**src/hw/rtl/sha1_bsh_pkg.sv**
```systemverilog
// Shared types and constants for the SHA-1 byte stream hasher.
`timescale 1ns / 1ps
`default_nettype none

package sha1_bsh_pkg;

  // Input command codes
  localparam logic [1:0] CMD_ABSORB        = 2'd0;
  localparam logic [1:0] CMD_ABSORB_FINISH = 2'd1;
  localparam logic [1:0] CMD_FINISH        = 2'd2;

  // Initial chaining value
  localparam logic [31:0] IV0 = 32'h67452301;
  localparam logic [31:0] IV1 = 32'hEFCDAB89;
  localparam logic [31:0] IV2 = 32'h98BADCFE;
  localparam logic [31:0] IV3 = 32'h10325476;
  localparam logic [31:0] IV4 = 32'hC3D2E1F0;

  // Round constants
  localparam logic [31:0] K0 = 32'h5A827999;
  localparam logic [31:0] K1 = 32'h6ED9EBA1;
  localparam logic [31:0] K2 = 32'h8F1BBCDC;
  localparam logic [31:0] K3 = 32'hCA62C1D6;

  localparam logic [7:0] PAD_BYTE   = 8'h80;
  localparam logic [5:0] FILL_LAST  = 6'd63;
  localparam logic [5:0] FILL_LEN   = 6'd56;
  localparam logic [6:0] ROUND_LAST = 7'd79;
  localparam logic [2:0] LEN_LAST   = 3'd7;
  localparam logic [2:0] WORD_LAST  = 3'd4;

  typedef enum logic [1:0] {
    BSEL_DATA,
    BSEL_PAD,
    BSEL_ZERO,
    BSEL_LEN
  } byte_sel_e;

  // Controller to datapath
  typedef struct packed {
    logic      push;
    byte_sel_e byte_sel;
    logic [2:0] len_idx;
    logic      len_add;
    logic      len_clear;
    logic      work_load;
    logic      round_en;
    logic [6:0] round_idx;
    logic      chain_add;
    logic      chain_reset;
    logic      digest_load;
  } dp_cmd_t;

  // Datapath to controller
  typedef struct packed {
    logic [5:0] fill;
    logic       out_busy;
  } dp_stat_t;

endpackage

`default_nettype wire

```
**src/hw/rtl/sha1_bsh_dp.sv**
```systemverilog
// Datapath: block window, round logic, chaining value, length and digest output.
`timescale 1ns / 1ps
`default_nettype none

module sha1_bsh_dp (
  input  wire logic                 clk_i,
  input  wire logic                 rst_ni,
  input  wire logic [7:0]           data_byte_i,
  input  wire sha1_bsh_pkg::dp_cmd_t cmd_i,
  output sha1_bsh_pkg::dp_stat_t    stat_o,
  input  wire logic                 out_ready_i,
  output logic                      out_valid_o,
  output logic [31:0]               digest_word_o,
  output logic [2:0]                word_index_o,
  output logic                      last_word_o
);

  logic [511:0]     win_q, win_d;
  logic [31:0]      a_q, b_q, c_q, d_q, e_q;
  logic [31:0]      a_d, b_d, c_d, d_d, e_d;
  logic [4:0][31:0] chain_q, chain_d;
  logic [5:0]       fill_q, fill_d;
  logic [63:0]      len_q, len_d;
  logic [159:0]     dig_q, dig_d;
  logic [2:0]       oidx_q, oidx_d;
  logic             ovld_q, ovld_d;

  logic [7:0]  push_byte;
  logic [63:0] len_shift;
  logic [31:0] w_cur, w_mix, w_new, f_val, k_val, t_val;

  always_comb begin
    len_shift = len_q << {cmd_i.len_idx, 3'b000};
    case (cmd_i.byte_sel)
      sha1_bsh_pkg::BSEL_DATA: push_byte = data_byte_i;
      sha1_bsh_pkg::BSEL_PAD:  push_byte = sha1_bsh_pkg::PAD_BYTE;
      sha1_bsh_pkg::BSEL_LEN:  push_byte = len_shift[63:56];
      default:                 push_byte = 8'h00;
    endcase
  end

  // Window holds W[t..t+15], W[t] in the top word
  assign w_cur = win_q[511:480];
  assign w_mix = win_q[95:64] ^ win_q[255:224] ^ win_q[447:416] ^ win_q[511:480];
  assign w_new = {w_mix[30:0], w_mix[31]};

  always_comb begin
    if (cmd_i.round_idx inside {[7'd0:7'd19]}) begin
      f_val = (b_q & c_q) | (~b_q & d_q);
      k_val = sha1_bsh_pkg::K0;
    end else if (cmd_i.round_idx inside {[7'd20:7'd39]}) begin
      f_val = b_q ^ c_q ^ d_q;
      k_val = sha1_bsh_pkg::K1;
    end else if (cmd_i.round_idx inside {[7'd40:7'd59]}) begin
      f_val = (b_q & c_q) | (b_q & d_q) | (c_q & d_q);
      k_val = sha1_bsh_pkg::K2;
    end else begin
      f_val = b_q ^ c_q ^ d_q;
      k_val = sha1_bsh_pkg::K3;
    end
  end

  assign t_val = {a_q[26:0], a_q[31:27]} + f_val + e_q + k_val + w_cur;

  always_comb begin
    win_d   = win_q;
    a_d     = a_q;
    b_d     = b_q;
    c_d     = c_q;
    d_d     = d_q;
    e_d     = e_q;
    chain_d = chain_q;
    fill_d  = fill_q;
    len_d   = len_q;
    dig_d   = dig_q;
    oidx_d  = oidx_q;
    ovld_d  = ovld_q;

    if (cmd_i.push) begin
      win_d  = {win_q[503:0], push_byte};
      fill_d = fill_q + 6'd1;
    end else if (cmd_i.round_en) begin
      win_d = {win_q[479:0], w_new};
    end

    if (cmd_i.len_add) begin
      len_d = len_q + 64'd8;
    end else if (cmd_i.len_clear) begin
      len_d = '0;
    end

    if (cmd_i.work_load) begin
      a_d = chain_q[0];
      b_d = chain_q[1];
      c_d = chain_q[2];
      d_d = chain_q[3];
      e_d = chain_q[4];
    end else if (cmd_i.round_en) begin
      a_d = t_val;
      b_d = a_q;
      c_d = {b_q[1:0], b_q[31:2]};
      d_d = c_q;
      e_d = d_q;
    end

    if (cmd_i.chain_add) begin
      chain_d[0] = chain_q[0] + a_q;
      chain_d[1] = chain_q[1] + b_q;
      chain_d[2] = chain_q[2] + c_q;
      chain_d[3] = chain_q[3] + d_q;
      chain_d[4] = chain_q[4] + e_q;
    end else if (cmd_i.chain_reset) begin
      chain_d = {sha1_bsh_pkg::IV4, sha1_bsh_pkg::IV3, sha1_bsh_pkg::IV2,
                 sha1_bsh_pkg::IV1, sha1_bsh_pkg::IV0};
    end

    // Digest output register drains one word per transaction
    if (cmd_i.digest_load) begin
      dig_d  = {chain_q[0], chain_q[1], chain_q[2], chain_q[3], chain_q[4]};
      oidx_d = '0;
      ovld_d = 1'b1;
    end else if (ovld_q && out_ready_i) begin
      if (oidx_q == sha1_bsh_pkg::WORD_LAST) begin
        ovld_d = 1'b0;
      end else begin
        oidx_d = oidx_q + 3'd1;
        dig_d  = {dig_q[127:0], 32'h0000_0000};
      end
    end
  end

  always_ff @(posedge clk_i or negedge rst_ni) begin
    if (!rst_ni) begin
      chain_q <= {sha1_bsh_pkg::IV4, sha1_bsh_pkg::IV3, sha1_bsh_pkg::IV2,
                  sha1_bsh_pkg::IV1, sha1_bsh_pkg::IV0};
      fill_q  <= '0;
      len_q   <= '0;
      oidx_q  <= '0;
      ovld_q  <= 1'b0;
    end else begin
      chain_q <= chain_d;
      fill_q  <= fill_d;
      len_q   <= len_d;
      oidx_q  <= oidx_d;
      ovld_q  <= ovld_d;
    end
  end

  always_ff @(posedge clk_i) begin
    win_q <= win_d;
    a_q   <= a_d;
    b_q   <= b_d;
    c_q   <= c_d;
    d_q   <= d_d;
    e_q   <= e_d;
    dig_q <= dig_d;
  end

  assign stat_o.fill     = fill_q;
  assign stat_o.out_busy = ovld_q;

  assign out_valid_o   = ovld_q;
  assign digest_word_o = dig_q[159:128];
  assign word_index_o  = oidx_q;
  assign last_word_o   = (oidx_q == sha1_bsh_pkg::WORD_LAST);

endmodule

`default_nettype wire

```
**src/hw/rtl/sha1_bsh_ctrl.sv**
```systemverilog
// Controller: command decode, padding sequence, round count and digest handoff.
`timescale 1ns / 1ps
`default_nettype none

module sha1_bsh_ctrl (
  input  wire logic              clk_i,
  input  wire logic              rst_ni,
  input  wire logic              in_valid_i,
  output logic                   in_ready_o,
  input  wire logic [1:0]        cmd_i,
  input  wire sha1_bsh_pkg::dp_stat_t stat_i,
  output sha1_bsh_pkg::dp_cmd_t  dp_cmd_o
);

  localparam logic [2:0] ST_IDLE   = 3'd0;
  localparam logic [2:0] ST_PAD80  = 3'd1;
  localparam logic [2:0] ST_PADZ   = 3'd2;
  localparam logic [2:0] ST_PADLEN = 3'd3;
  localparam logic [2:0] ST_CINIT  = 3'd4;
  localparam logic [2:0] ST_ROUND  = 3'd5;
  localparam logic [2:0] ST_CADD   = 3'd6;
  localparam logic [2:0] ST_DIGEST = 3'd7;

  // Where to resume after a block compression
  localparam logic [1:0] PH_NONE   = 2'd0;
  localparam logic [1:0] PH_NEED80 = 2'd1;
  localparam logic [1:0] PH_ZERO   = 2'd2;
  localparam logic [1:0] PH_DONE   = 2'd3;

  logic [2:0] state_q, state_d;
  logic [1:0] phase_q, phase_d;
  logic [6:0] rnd_q, rnd_d;
  logic [2:0] lcnt_q, lcnt_d;

  always_comb begin
    state_d    = state_q;
    phase_d    = phase_q;
    rnd_d      = rnd_q;
    lcnt_d     = lcnt_q;
    in_ready_o = 1'b0;
    dp_cmd_o   = '0;
    dp_cmd_o.byte_sel  = sha1_bsh_pkg::BSEL_DATA;
    dp_cmd_o.len_idx   = lcnt_q;
    dp_cmd_o.round_idx = rnd_q;

    case (state_q)
      ST_IDLE: begin
        in_ready_o = 1'b1;
        if (in_valid_i) begin
          case (cmd_i)
            sha1_bsh_pkg::CMD_ABSORB, sha1_bsh_pkg::CMD_ABSORB_FINISH: begin
              dp_cmd_o.push    = 1'b1;
              dp_cmd_o.len_add = 1'b1;
              if (stat_i.fill == sha1_bsh_pkg::FILL_LAST) begin
                phase_d = (cmd_i == sha1_bsh_pkg::CMD_ABSORB_FINISH) ? PH_NEED80 : PH_NONE;
                state_d = ST_CINIT;
              end else if (cmd_i == sha1_bsh_pkg::CMD_ABSORB_FINISH) begin
                state_d = ST_PAD80;
              end
            end
            sha1_bsh_pkg::CMD_FINISH: begin
              state_d = ST_PAD80;
            end
            default: ; // unused code: dropped
          endcase
        end
      end
      ST_PAD80: begin
        dp_cmd_o.push     = 1'b1;
        dp_cmd_o.byte_sel = sha1_bsh_pkg::BSEL_PAD;
        phase_d           = PH_ZERO;
        state_d = (stat_i.fill == sha1_bsh_pkg::FILL_LAST) ? ST_CINIT : ST_PADZ;
      end
      ST_PADZ: begin
        if (stat_i.fill == sha1_bsh_pkg::FILL_LEN) begin
          lcnt_d  = '0;
          state_d = ST_PADLEN;
        end else begin
          dp_cmd_o.push     = 1'b1;
          dp_cmd_o.byte_sel = sha1_bsh_pkg::BSEL_ZERO;
          if (stat_i.fill == sha1_bsh_pkg::FILL_LAST) begin
            state_d = ST_CINIT;
          end
        end
      end
      ST_PADLEN: begin
        dp_cmd_o.push     = 1'b1;
        dp_cmd_o.byte_sel = sha1_bsh_pkg::BSEL_LEN;
        if (lcnt_q == sha1_bsh_pkg::LEN_LAST) begin
          phase_d = PH_DONE;
          state_d = ST_CINIT;
        end else begin
          lcnt_d = lcnt_q + 3'd1;
        end
      end
      ST_CINIT: begin
        dp_cmd_o.work_load = 1'b1;
        rnd_d              = '0;
        state_d            = ST_ROUND;
      end
      ST_ROUND: begin
        dp_cmd_o.round_en = 1'b1;
        if (rnd_q == sha1_bsh_pkg::ROUND_LAST) begin
          state_d = ST_CADD;
        end else begin
          rnd_d = rnd_q + 7'd1;
        end
      end
      ST_CADD: begin
        dp_cmd_o.chain_add = 1'b1;
        case (phase_q)
          PH_NEED80: state_d = ST_PAD80;
          PH_ZERO:   state_d = ST_PADZ;
          PH_DONE:   state_d = ST_DIGEST;
          default:   state_d = ST_IDLE;
        endcase
      end
      ST_DIGEST: begin
        // hold until the previous digest has fully drained
        if (!stat_i.out_busy) begin
          dp_cmd_o.digest_load = 1'b1;
          dp_cmd_o.chain_reset = 1'b1;
          dp_cmd_o.len_clear   = 1'b1;
          phase_d              = PH_NONE;
          state_d              = ST_IDLE;
        end
      end
      default: begin
        state_d = ST_IDLE;
      end
    endcase
  end

  always_ff @(posedge clk_i or negedge rst_ni) begin
    if (!rst_ni) begin
      state_q <= ST_IDLE;
      phase_q <= PH_NONE;
      rnd_q   <= '0;
      lcnt_q  <= '0;
    end else begin
      state_q <= state_d;
      phase_q <= phase_d;
      rnd_q   <= rnd_d;
      lcnt_q  <= lcnt_d;
    end
  end

endmodule

`default_nettype wire

```
**src/hw/rtl/sha1_byte_stream_hasher.sv**
```systemverilog
// Top level of the SHA-1 byte stream hasher.
// Input channel (in_valid_i/in_ready_o) carries cmd_i and data_byte_i: absorb a
// byte, absorb a byte and finish, or finish without a byte; code 3 is taken and
// dropped. Output channel (out_valid_o/out_ready_i) carries the five digest
// words, word_index_o 0 first, last_word_o on the fifth.
// The 64th byte of a block starts the compression (load, 80 rounds at one round
// per cycle, chain add); no input is taken until it ends.
// A finish pushes the padding bytes at one per cycle (0x80, zeros to offset 56,
// 8 length bytes), paused while a block compresses, then compresses once or
// twice; the first digest word is held back while the previous digest is
// still draining.
// The digest sits in its own output register, so new input is taken while the
// words drain; a later finish waits for the previous digest to be taken.
// A stalled receiver holds the current word steady until it is taken.
// Reset (rst_ni low, asynchronous) restores the initial chaining value, clears
// the fill count and the bit length, and drops any pending output words.
`timescale 1ns / 1ps
`default_nettype none

module sha1_byte_stream_hasher (
  input  wire logic        clk_i,
  input  wire logic        rst_ni,
  input  wire logic        in_valid_i,
  output logic             in_ready_o,
  input  wire logic [1:0]  cmd_i,
  input  wire logic [7:0]  data_byte_i,
  output logic             out_valid_o,
  input  wire logic        out_ready_i,
  output logic [31:0]      digest_word_o,
  output logic [2:0]       word_index_o,
  output logic             last_word_o
);

  sha1_bsh_pkg::dp_cmd_t  dp_cmd;
  sha1_bsh_pkg::dp_stat_t dp_stat;

  sha1_bsh_ctrl u_ctrl (
    .clk_i      (clk_i),
    .rst_ni     (rst_ni),
    .in_valid_i (in_valid_i),
    .in_ready_o (in_ready_o),
    .cmd_i      (cmd_i),
    .stat_i     (dp_stat),
    .dp_cmd_o   (dp_cmd)
  );

  sha1_bsh_dp u_dp (
    .clk_i         (clk_i),
    .rst_ni        (rst_ni),
    .data_byte_i   (data_byte_i),
    .cmd_i         (dp_cmd),
    .stat_o        (dp_stat),
    .out_ready_i   (out_ready_i),
    .out_valid_o   (out_valid_o),
    .digest_word_o (digest_word_o),
    .word_index_o  (word_index_o),
    .last_word_o   (last_word_o)
  );

endmodule

`default_nettype wire

```
**config.mk**
```make
export PLATFORM = sky130hd
export DESIGN_NAME = sha1_byte_stream_hasher
export DESIGN_NICKNAME = d
export VERILOG_FILES = /design/src/hw/rtl/sha1_bsh_pkg.sv /design/src/hw/rtl/sha1_bsh_dp.sv /design/src/hw/rtl/sha1_bsh_ctrl.sv /design/src/hw/rtl/sha1_byte_stream_hasher.sv
export SDC_FILE = /design/constraint.sdc
export NUM_CORES = 2
export LEC_CHECK = 0
export BUFFER_PORTS_ARGS = -buffer_cell sky130_fd_sc_hd__buf_2
export CORE_MARGIN = 1.5
export CORE_UTILIZATION = 40
export CTS_CLUSTER_SIZE = 40
export DETAILED_ROUTE_END_ITERATION = 12
export SYNTH_ARGS = -nofsm -noshare
export SYNTH_HDL_FRONTEND = slang
export SYNTH_SLANG_ARGS = --single-unit
```
**constraint.sdc**
```tcl
create_clock -name clk_i -period 18.5 [get_ports clk_i]
set_clock_uncertainty 0.05 [all_clocks]
set_input_delay 1.85 -clock clk_i [delete_from_list [all_inputs] [get_ports clk_i]]
set_output_delay 1.85 -clock clk_i [all_outputs]
set_load 0.01 [all_outputs]
```
==> After elaboration in Yosys (flattened, before gate mapping) <==
Cells that the tools add are included.
{ "word_totals": {"reg_bits": 1081, "latch_bits": 0, "mem_bits_rw": 0, "romBits": 0, "input_bits": 14, "out_inout_bits": 38, "wordCells": 180, "memories": 0} }
{ "op_classes": {"addsub": 14, "mul": 0, "div": 0, "order_cmp": 6, "n_eq_ne": 32, "n_shift": 1, "n_mux": 70, "bitwise": 13, "reduce_logical": 24} }
{ "ops": {"columns": ["op", "n"], "rows": [
  ["512-bit two-way mux", 2],
  ["160-bit two-way mux", 5],
  ["32-bit two-way mux", 15],
  ["32-bit adder", 9],
  ["32-bit XOR", 5],
  ["32-bit bitwise AND", 4],
  ["64-bit two-way mux", 2],
  ["32-bit OR", 3],
  ["64-bit by 4-bit adder with 64-bit output (second input constant)", 1],
  ["64-bit by 6-bit << shifter with 64-bit output", 1],
  ["3-bit two-way mux", 15],
  ["32-bit NOT", 1],
  ["31-bit two-way mux", 1],
  ["3-bit case mux with 8 select lines", 1],
  ["8-bit case mux with 3 select lines", 1],
  ["3-bit == test (second input constant)", 6],
  ["2-bit nonzero test", 8],
  ["7-bit by 6-bit less-or-equal comparator with 1-bit output (second input constant)", 2],
  ["2-bit two-way mux", 7],
  ["7-bit case mux with 2 select lines", 1],
  ["1-bit two-way mux", 13],
  ["6-bit == test (second input constant)", 2],
  ["3-bit case mux with 2 select lines", 2],
  ["2-bit by 1-bit inequality test with 1-bit output (second input constant)", 5],
  ["other kinds (30)", 48]
]} }

==> Longest topological paths before layout <==
{ "depth": {"ltp_word": 12, "ltp_mapped": 28, "depth_no_buf": 28} }

==> By module <==
A second synthesis with hierarchy kept.
{ "hier_totals": {"cells_unflattened": 4646, "area_unflattened_um2": 58813.9} }
{ "modules_own_cells": {"columns": ["module", "instances", "cells_each", "area_per_inst_um2", "seq_area_each_um2"], "rows": [
  ["sha1_bsh_dp", 1, 4533, 57780.4, 30864.6],
  ["sha1_bsh_ctrl", 1, 113, 1033.5, 375.4]
]} }

==> Least setup slack after synthesis <==
OpenSTA, ideal clock, no wires.
{ "synth_timing": {"path_type": "register to register", "startpoint": "register u_ctrl.state_q[1]", "endpoint": "register u_dp.win_q[0], enable pin", "setup_time_ps": 899, "arrival_ps": 14965, "required_ps": 17551, "path_slack_ps": 2587, "stages_incl_launch_ff": 7, "path_buffers": 1, "synth_period_minus_slack_ps": 15913, "path_cell_list": "dfrtp_1 -> clkbuf_1 -> inv_1 -> nand2_1 -> inv_1 -> nand2_1 -> nand2_1"} }
{ "synth_between": {"elab_chain_cells": 4, "word_cells_on_any_way": 9, "classes_between": "eq/ne (4); mux (2); reduce/logical (3)"} }
{ "synth_lines": {"columns": ["item", "line_no", "text"], "rows": [
  ["from (decl)", "sha1_bsh_ctrl.sv:30", "logic [2:0] state_q, state_d;"],
  ["from (signal assigned)", "sha1_bsh_ctrl.sv:141", "state_q <= state_d;"],
  ["3-bit by 1-bit == test with 1-bit output or 3-bit by 2-bit == test with 1-bit output (tied branches)", "sha1_bsh_ctrl.sv:46", "case (state_q)"],
  ["2-bit OR reduction (no source line)", null, null],
  ["1-bit case mux with 3 select lines", "sha1_bsh_ctrl.sv:46", null],
  ["2-bit nonzero test (no source line) (*)", null, null],
  ["to (signal assigned)", "sha1_bsh_dp.sv:150", "win_q <= win_d;"],
  ["to (decl)", "sha1_bsh_dp.sv:18", "logic [511:0] win_q, win_d;"]
]} }
Mark *: on every way between the ends. The rest lies on a longest branch, timed or not.
A chain may end at the register's enable or synchronous reset.

==> Worst setup path after layout <==
{ "layout_timing": {"startpoint": "register u_ctrl.rnd_q[0]", "endpoint": "register u_dp.a_q[31], data pin"} }
{ "layout_between": {"elab_chain_cells": 11, "word_cells_on_any_way": 21, "classes_between": "add/sub (4); order compare (6); mux (8); reduce/logical (3)"} }
{ "layout_lines": {"columns": ["item", "line_no", "text"], "rows": [
  ["from (decl)", "sha1_bsh_ctrl.sv:32", "logic [6:0] rnd_q, rnd_d;"],
  ["from (signal assigned)", "sha1_bsh_ctrl.sv:143", "rnd_q <= rnd_d;"],
  ["7-bit by 6-bit >= comparator with 1-bit output or 7-bit by 6-bit less-or-equal comparator with 1-bit output (tied branches)", "sha1_bsh_dp.sv:54", "end else if (cmd_i.round_idx inside {[7'd40:7'd59]}) begin"],
  ["1-bit logical AND", "sha1_bsh_dp.sv:54", null],
  ["32-bit two-way mux", "sha1_bsh_dp.sv:54", null],
  ["32-bit two-way mux", "sha1_bsh_dp.sv:51", "end else if (cmd_i.round_idx inside {[7'd20:7'd39]}) begin"],
  ["32-bit two-way mux", "sha1_bsh_dp.sv:48", "if (cmd_i.round_idx inside {[7'd0:7'd19]}) begin"],
  ["32-bit adder (2 in a row)", "sha1_bsh_dp.sv:63", "assign t_val = {a_q[26:0], a_q[31:27]} + f_val + e_q + k_val + w_cur;"],
  ["32-bit adder (*) (2 in a row)", "sha1_bsh_dp.sv:63", null],
  ["32-bit two-way mux (*)", "sha1_bsh_dp.sv:98", "end else if (cmd_i.round_en) begin"],
  ["32-bit two-way mux (*)", "sha1_bsh_dp.sv:92", "if (cmd_i.work_load) begin"],
  ["named net u_dp.a_d[31]", "sha1_bsh_dp.sv:20", "logic [31:0] a_d, b_d, c_d, d_d, e_d;"],
  ["to (signal assigned)", "sha1_bsh_dp.sv:151", "a_q <= a_d;"],
  ["to (decl)", "sha1_bsh_dp.sv:19", "logic [31:0] a_q, b_q, c_q, d_q, e_q;"]
]} }
Mark *: on every way through the listed nets, which the timed path passes. The rest lies on a longest branch. The select of a mux whose other input is x is not followed.

==> impl_metrics.tcl <==
set metrics [dict create \
    coreArea_um2 147000 \
    grt-ovfl-total 0 \
    clock_path_buffers 3 \
    fin_util 0.441 \
    root_buffer "clkbuf_16" \
    instances_no_fill 8112 \
    synth_edf_count 832 \
    antenna_cells 0 \
    tightestPinTransition_ns 1.26 \
    start_util 0.402 \
    rows 141 \
    worst_path_max_delay_cell "fa_1" \
    chipHeight_um 388 \
    setup_viol 0 \
    pin_count 52 \
    post_cts_buffers 0 \
    hold_path.class "flip-flop to flip-flop" \
    synth_area_um2 59300 \
    ys_top_cells_by_count "nand2_1 (2405), edfxtp_1 (832), o21ai_0 (292), clkbuf_1 (245), ha_1 (230)" \
    grt_pass1_wl_um 241000 \
    setup_tns_ns 0 \
    synth-seq-cells 1078 \
    htree_num_levels 3 \
    synth.most_common_cell "nand2_1" \
    ir_worst_vdd_mv 0.0913 \
    slew_violations 0 \
    synth_area_leaders "edfxtp_1 (42%), nand2_1 (15%), dfrtp_1 (7.0%)" \
    nets 6445 \
    min_from "u_dp.fill_q[5]" \
    rsz0062_at_grt "false" \
    critPathMaxFanout 35 \
    period_needed_ns 7.13 \
    yosysTopAreaCellShare 0.421 \
    drt_iter0_drc 3921 \
    wl_per_cell_um 19.1 \
    status "completed" \
    vias 43300 \
    placed_cells 7888 \
    hold_viol_final 0 \
    cp_common_cell "fa_1" \
    max_freq_mhz 140 \
    insertion_delay_ns 0.76 \
    area_growth_pct 9.82 \
    cts_resized 0 \
    syn_nets 6526 \
    grt_usage 0.203 \
    gp_congestion 0.892 \
    port-buffer-count 51 \
    start_kind "flip-flop" \
    r2r_start "u_ctrl.rnd_q[0]" \
    startpoint "u_ctrl.rnd_q[0]" \
    synth_area_per_cell_um2 9.63 \
    finalPower_mw 5.21 \
    slew_headroom 0.162 \
    drc_errors 0 \
    first_pass_iters 6 \
    crit_type "flip-flop to flip-flop" \
    antenna_found_initial 1 \
    grt_max_degree 222 \
    required_ns 18.94 \
    routed_via_density 5.34 \
    cp-end-kind "flip-flop" \
    ys.flop_type "edfxtp_1" \
    ant_nets 0 \
    pwr_density_cell_nw_per_um2 80.1 \
    drive_gt1_frac 0.0647 \
    min_period_over_period 0.385 \
    synthCells 6158 \
    grt_pass1_vias 41600 \
    max_stage_delay_ns 0.51 \
    critPathArrivalTime_ns 7.57 \
    ys_seq_area_frac 0.527 \
    clock_sinks 1078 \
    synth_top_cell_by_area "edfxtp_1" \
    yosysWarnings 0 \
    cts_hold_buf 0 \
    die_x_um 388 \
    cts_tree "built" \
    place_hpwl_um 104000 \
    cts_inserted_buffers 117 \
    clkTransAtPathRegs_ns 0.06 \
    ys_async_sr_fraction 0.228 \
    hold_ws_ns 0.424 \
    die_area_um2 151000 \
    drv_cap 0 \
    ys_types 85 \
    power.leakage_nw 28.8 \
    routed_wl_um 155000 \
]
## stage by stage
stage               area [um^2]  setup slack, ns
CTS                       65100            11.30
floorplan                 59300             2.59
detailed placement        61200            11.31
global placement          61200            11.45
finish                    65100            11.37
global route              65100            10.63
## critical path: cells and delay by family (launching register included)
kind	cells	cell delay [ns]
AO/OA/AOI/OAI	8	2.18
buffers and inverters	4	0.79
flip-flops	1	0.40
AND/OR/NAND/NOR	8	1.13
multiplexers	1	0.23
adder cells (fa/ha/maj)	5	2.04
## cell type report
cell class | instances | area [um^2]
Clock buffer | 171 | 3340
Clock inverter | 53 | 552
Fill cell | 14100 | 82400
Inverter | 207 | 782
Multi-Input combinational cell | 4578 | 26100
Sequential cell | 1078 | 31200
Tap cell | 1930 | 2410
Timing Repair Buffer | 95 | 646
## power breakdown
group | switching [mW] | internal [mW] | leakage [nW]
clock network | 1.01 | 1.38 | 1.90
logic | 0.0968 | 0.0337 | 15.3
registers | 0.0204 | 2.67 | 11.6
## path summary, 6_finish.rpt
kind                                        end  cells past startpoint  slack, ns
max                                u_dp.a_q[31]                     26      11.37
min                              u_dp.fill_q[5]                      1       0.42
max reg2reg                        u_dp.a_q[31]                     26      11.37
min reg2reg                      u_dp.fill_q[5]                      1       0.42
max in group asynchronous      u_dp.chain_q[38]                      3      15.10
min in group asynchronous  u_dp.word_index_o[1]                      1       1.02
## cell families (layout without fill, tap and decap cells)
logic type	after synthesis	in the layout	share of synthesized area
flip-flops	1078	1078	0.527
multiplexers	40	40	0.00954
adder cells (fa/ha/maj)	354	354	0.0904
buffers and inverters	502	526	0.0339
AO/OA/AOI/OAI	891	891	0.0940
AND/OR/NAND/NOR	3029	3029	0.206
XOR/XNOR	264	264	0.0390
## cells in the final DEF (no fill, tap or decap), types with 15 or more instances in the layout
master | synthesis | routed
nand2b_1 | 35 | 34
clkbuf_1 | 245 | 38
a31oi_1 | 26 | 26
nand4_1 | 23 | 23
clkinv_1 | 1 | 17
o21bai_1 | 21 | 21
o21a_1 | 18 | 18
or3_1 | 24 | 24
edfxtp_1 | 832 | 832
nor3_1 | 50 | 50
dfstp_2 | 80 | 80
o21ai_0 | 292 | 290
a21o_1 | 98 | 98
clkbuf_16 | 0 | 121
clkinv_2 | 0 | 19
and2_1 | 43 | 43
nand2_1 | 2405 | 2402
inv_1 | 205 | 204
buf_2 | 2 | 50
a211oi_1 | 15 | 15
xnor2_1 | 174 | 174
and3_1 | 33 | 32
mux2i_1 | 25 | 25
fa_1 | 124 | 124
o32ai_1 | 21 | 21
a21oi_1 | 223 | 223
buf_4 | 32 | 40
xor2_1 | 90 | 90
o31ai_1 | 31 | 31
nor2b_1 | 44 | 44
nor2_1 | 220 | 216
nand3_1 | 115 | 114
dfrtp_1 | 166 | 166
o211ai_1 | 17 | 17
ha_1 | 230 | 230
## flip-flops by register name (all words and copies together), names as in the netlist
| signal | cells |
|---|---|
| u_dp.win_q | 512 |
| u_dp.dig_q | 160 |
| u_dp.fill_q | 6 |
| u_dp.word_index_o | 3 |
| u_dp.chain_q | 160 |
| u_dp.e_q | 32 |
| u_ctrl.lcnt_q | 3 |
| u_dp.b_q | 32 |
| u_ctrl.state_q | 3 |
| u_dp.c_q | 32 |
| u_ctrl.rnd_q | 7 |
| u_dp.len_q | 61 |
| u_dp.d_q | 32 |
| u_ctrl.phase_q | 2 |
| u_dp.a_q | 32 |
| u_dp.out_valid_o | 1 |
## metal layers
layer | GRT usage | wire length, um | vias up
met5 | 0 | 0 | -
met4 | 0.0612 | 4520 | 0
met3 | 0.0274 | 8320 | 239
met2 | 0.326 | 72300 | 1189
met1 | 0.285 | 69900 | 21200
li1 | - | - | 20700
No activity file was read; power rests on OpenSTA's default activity.
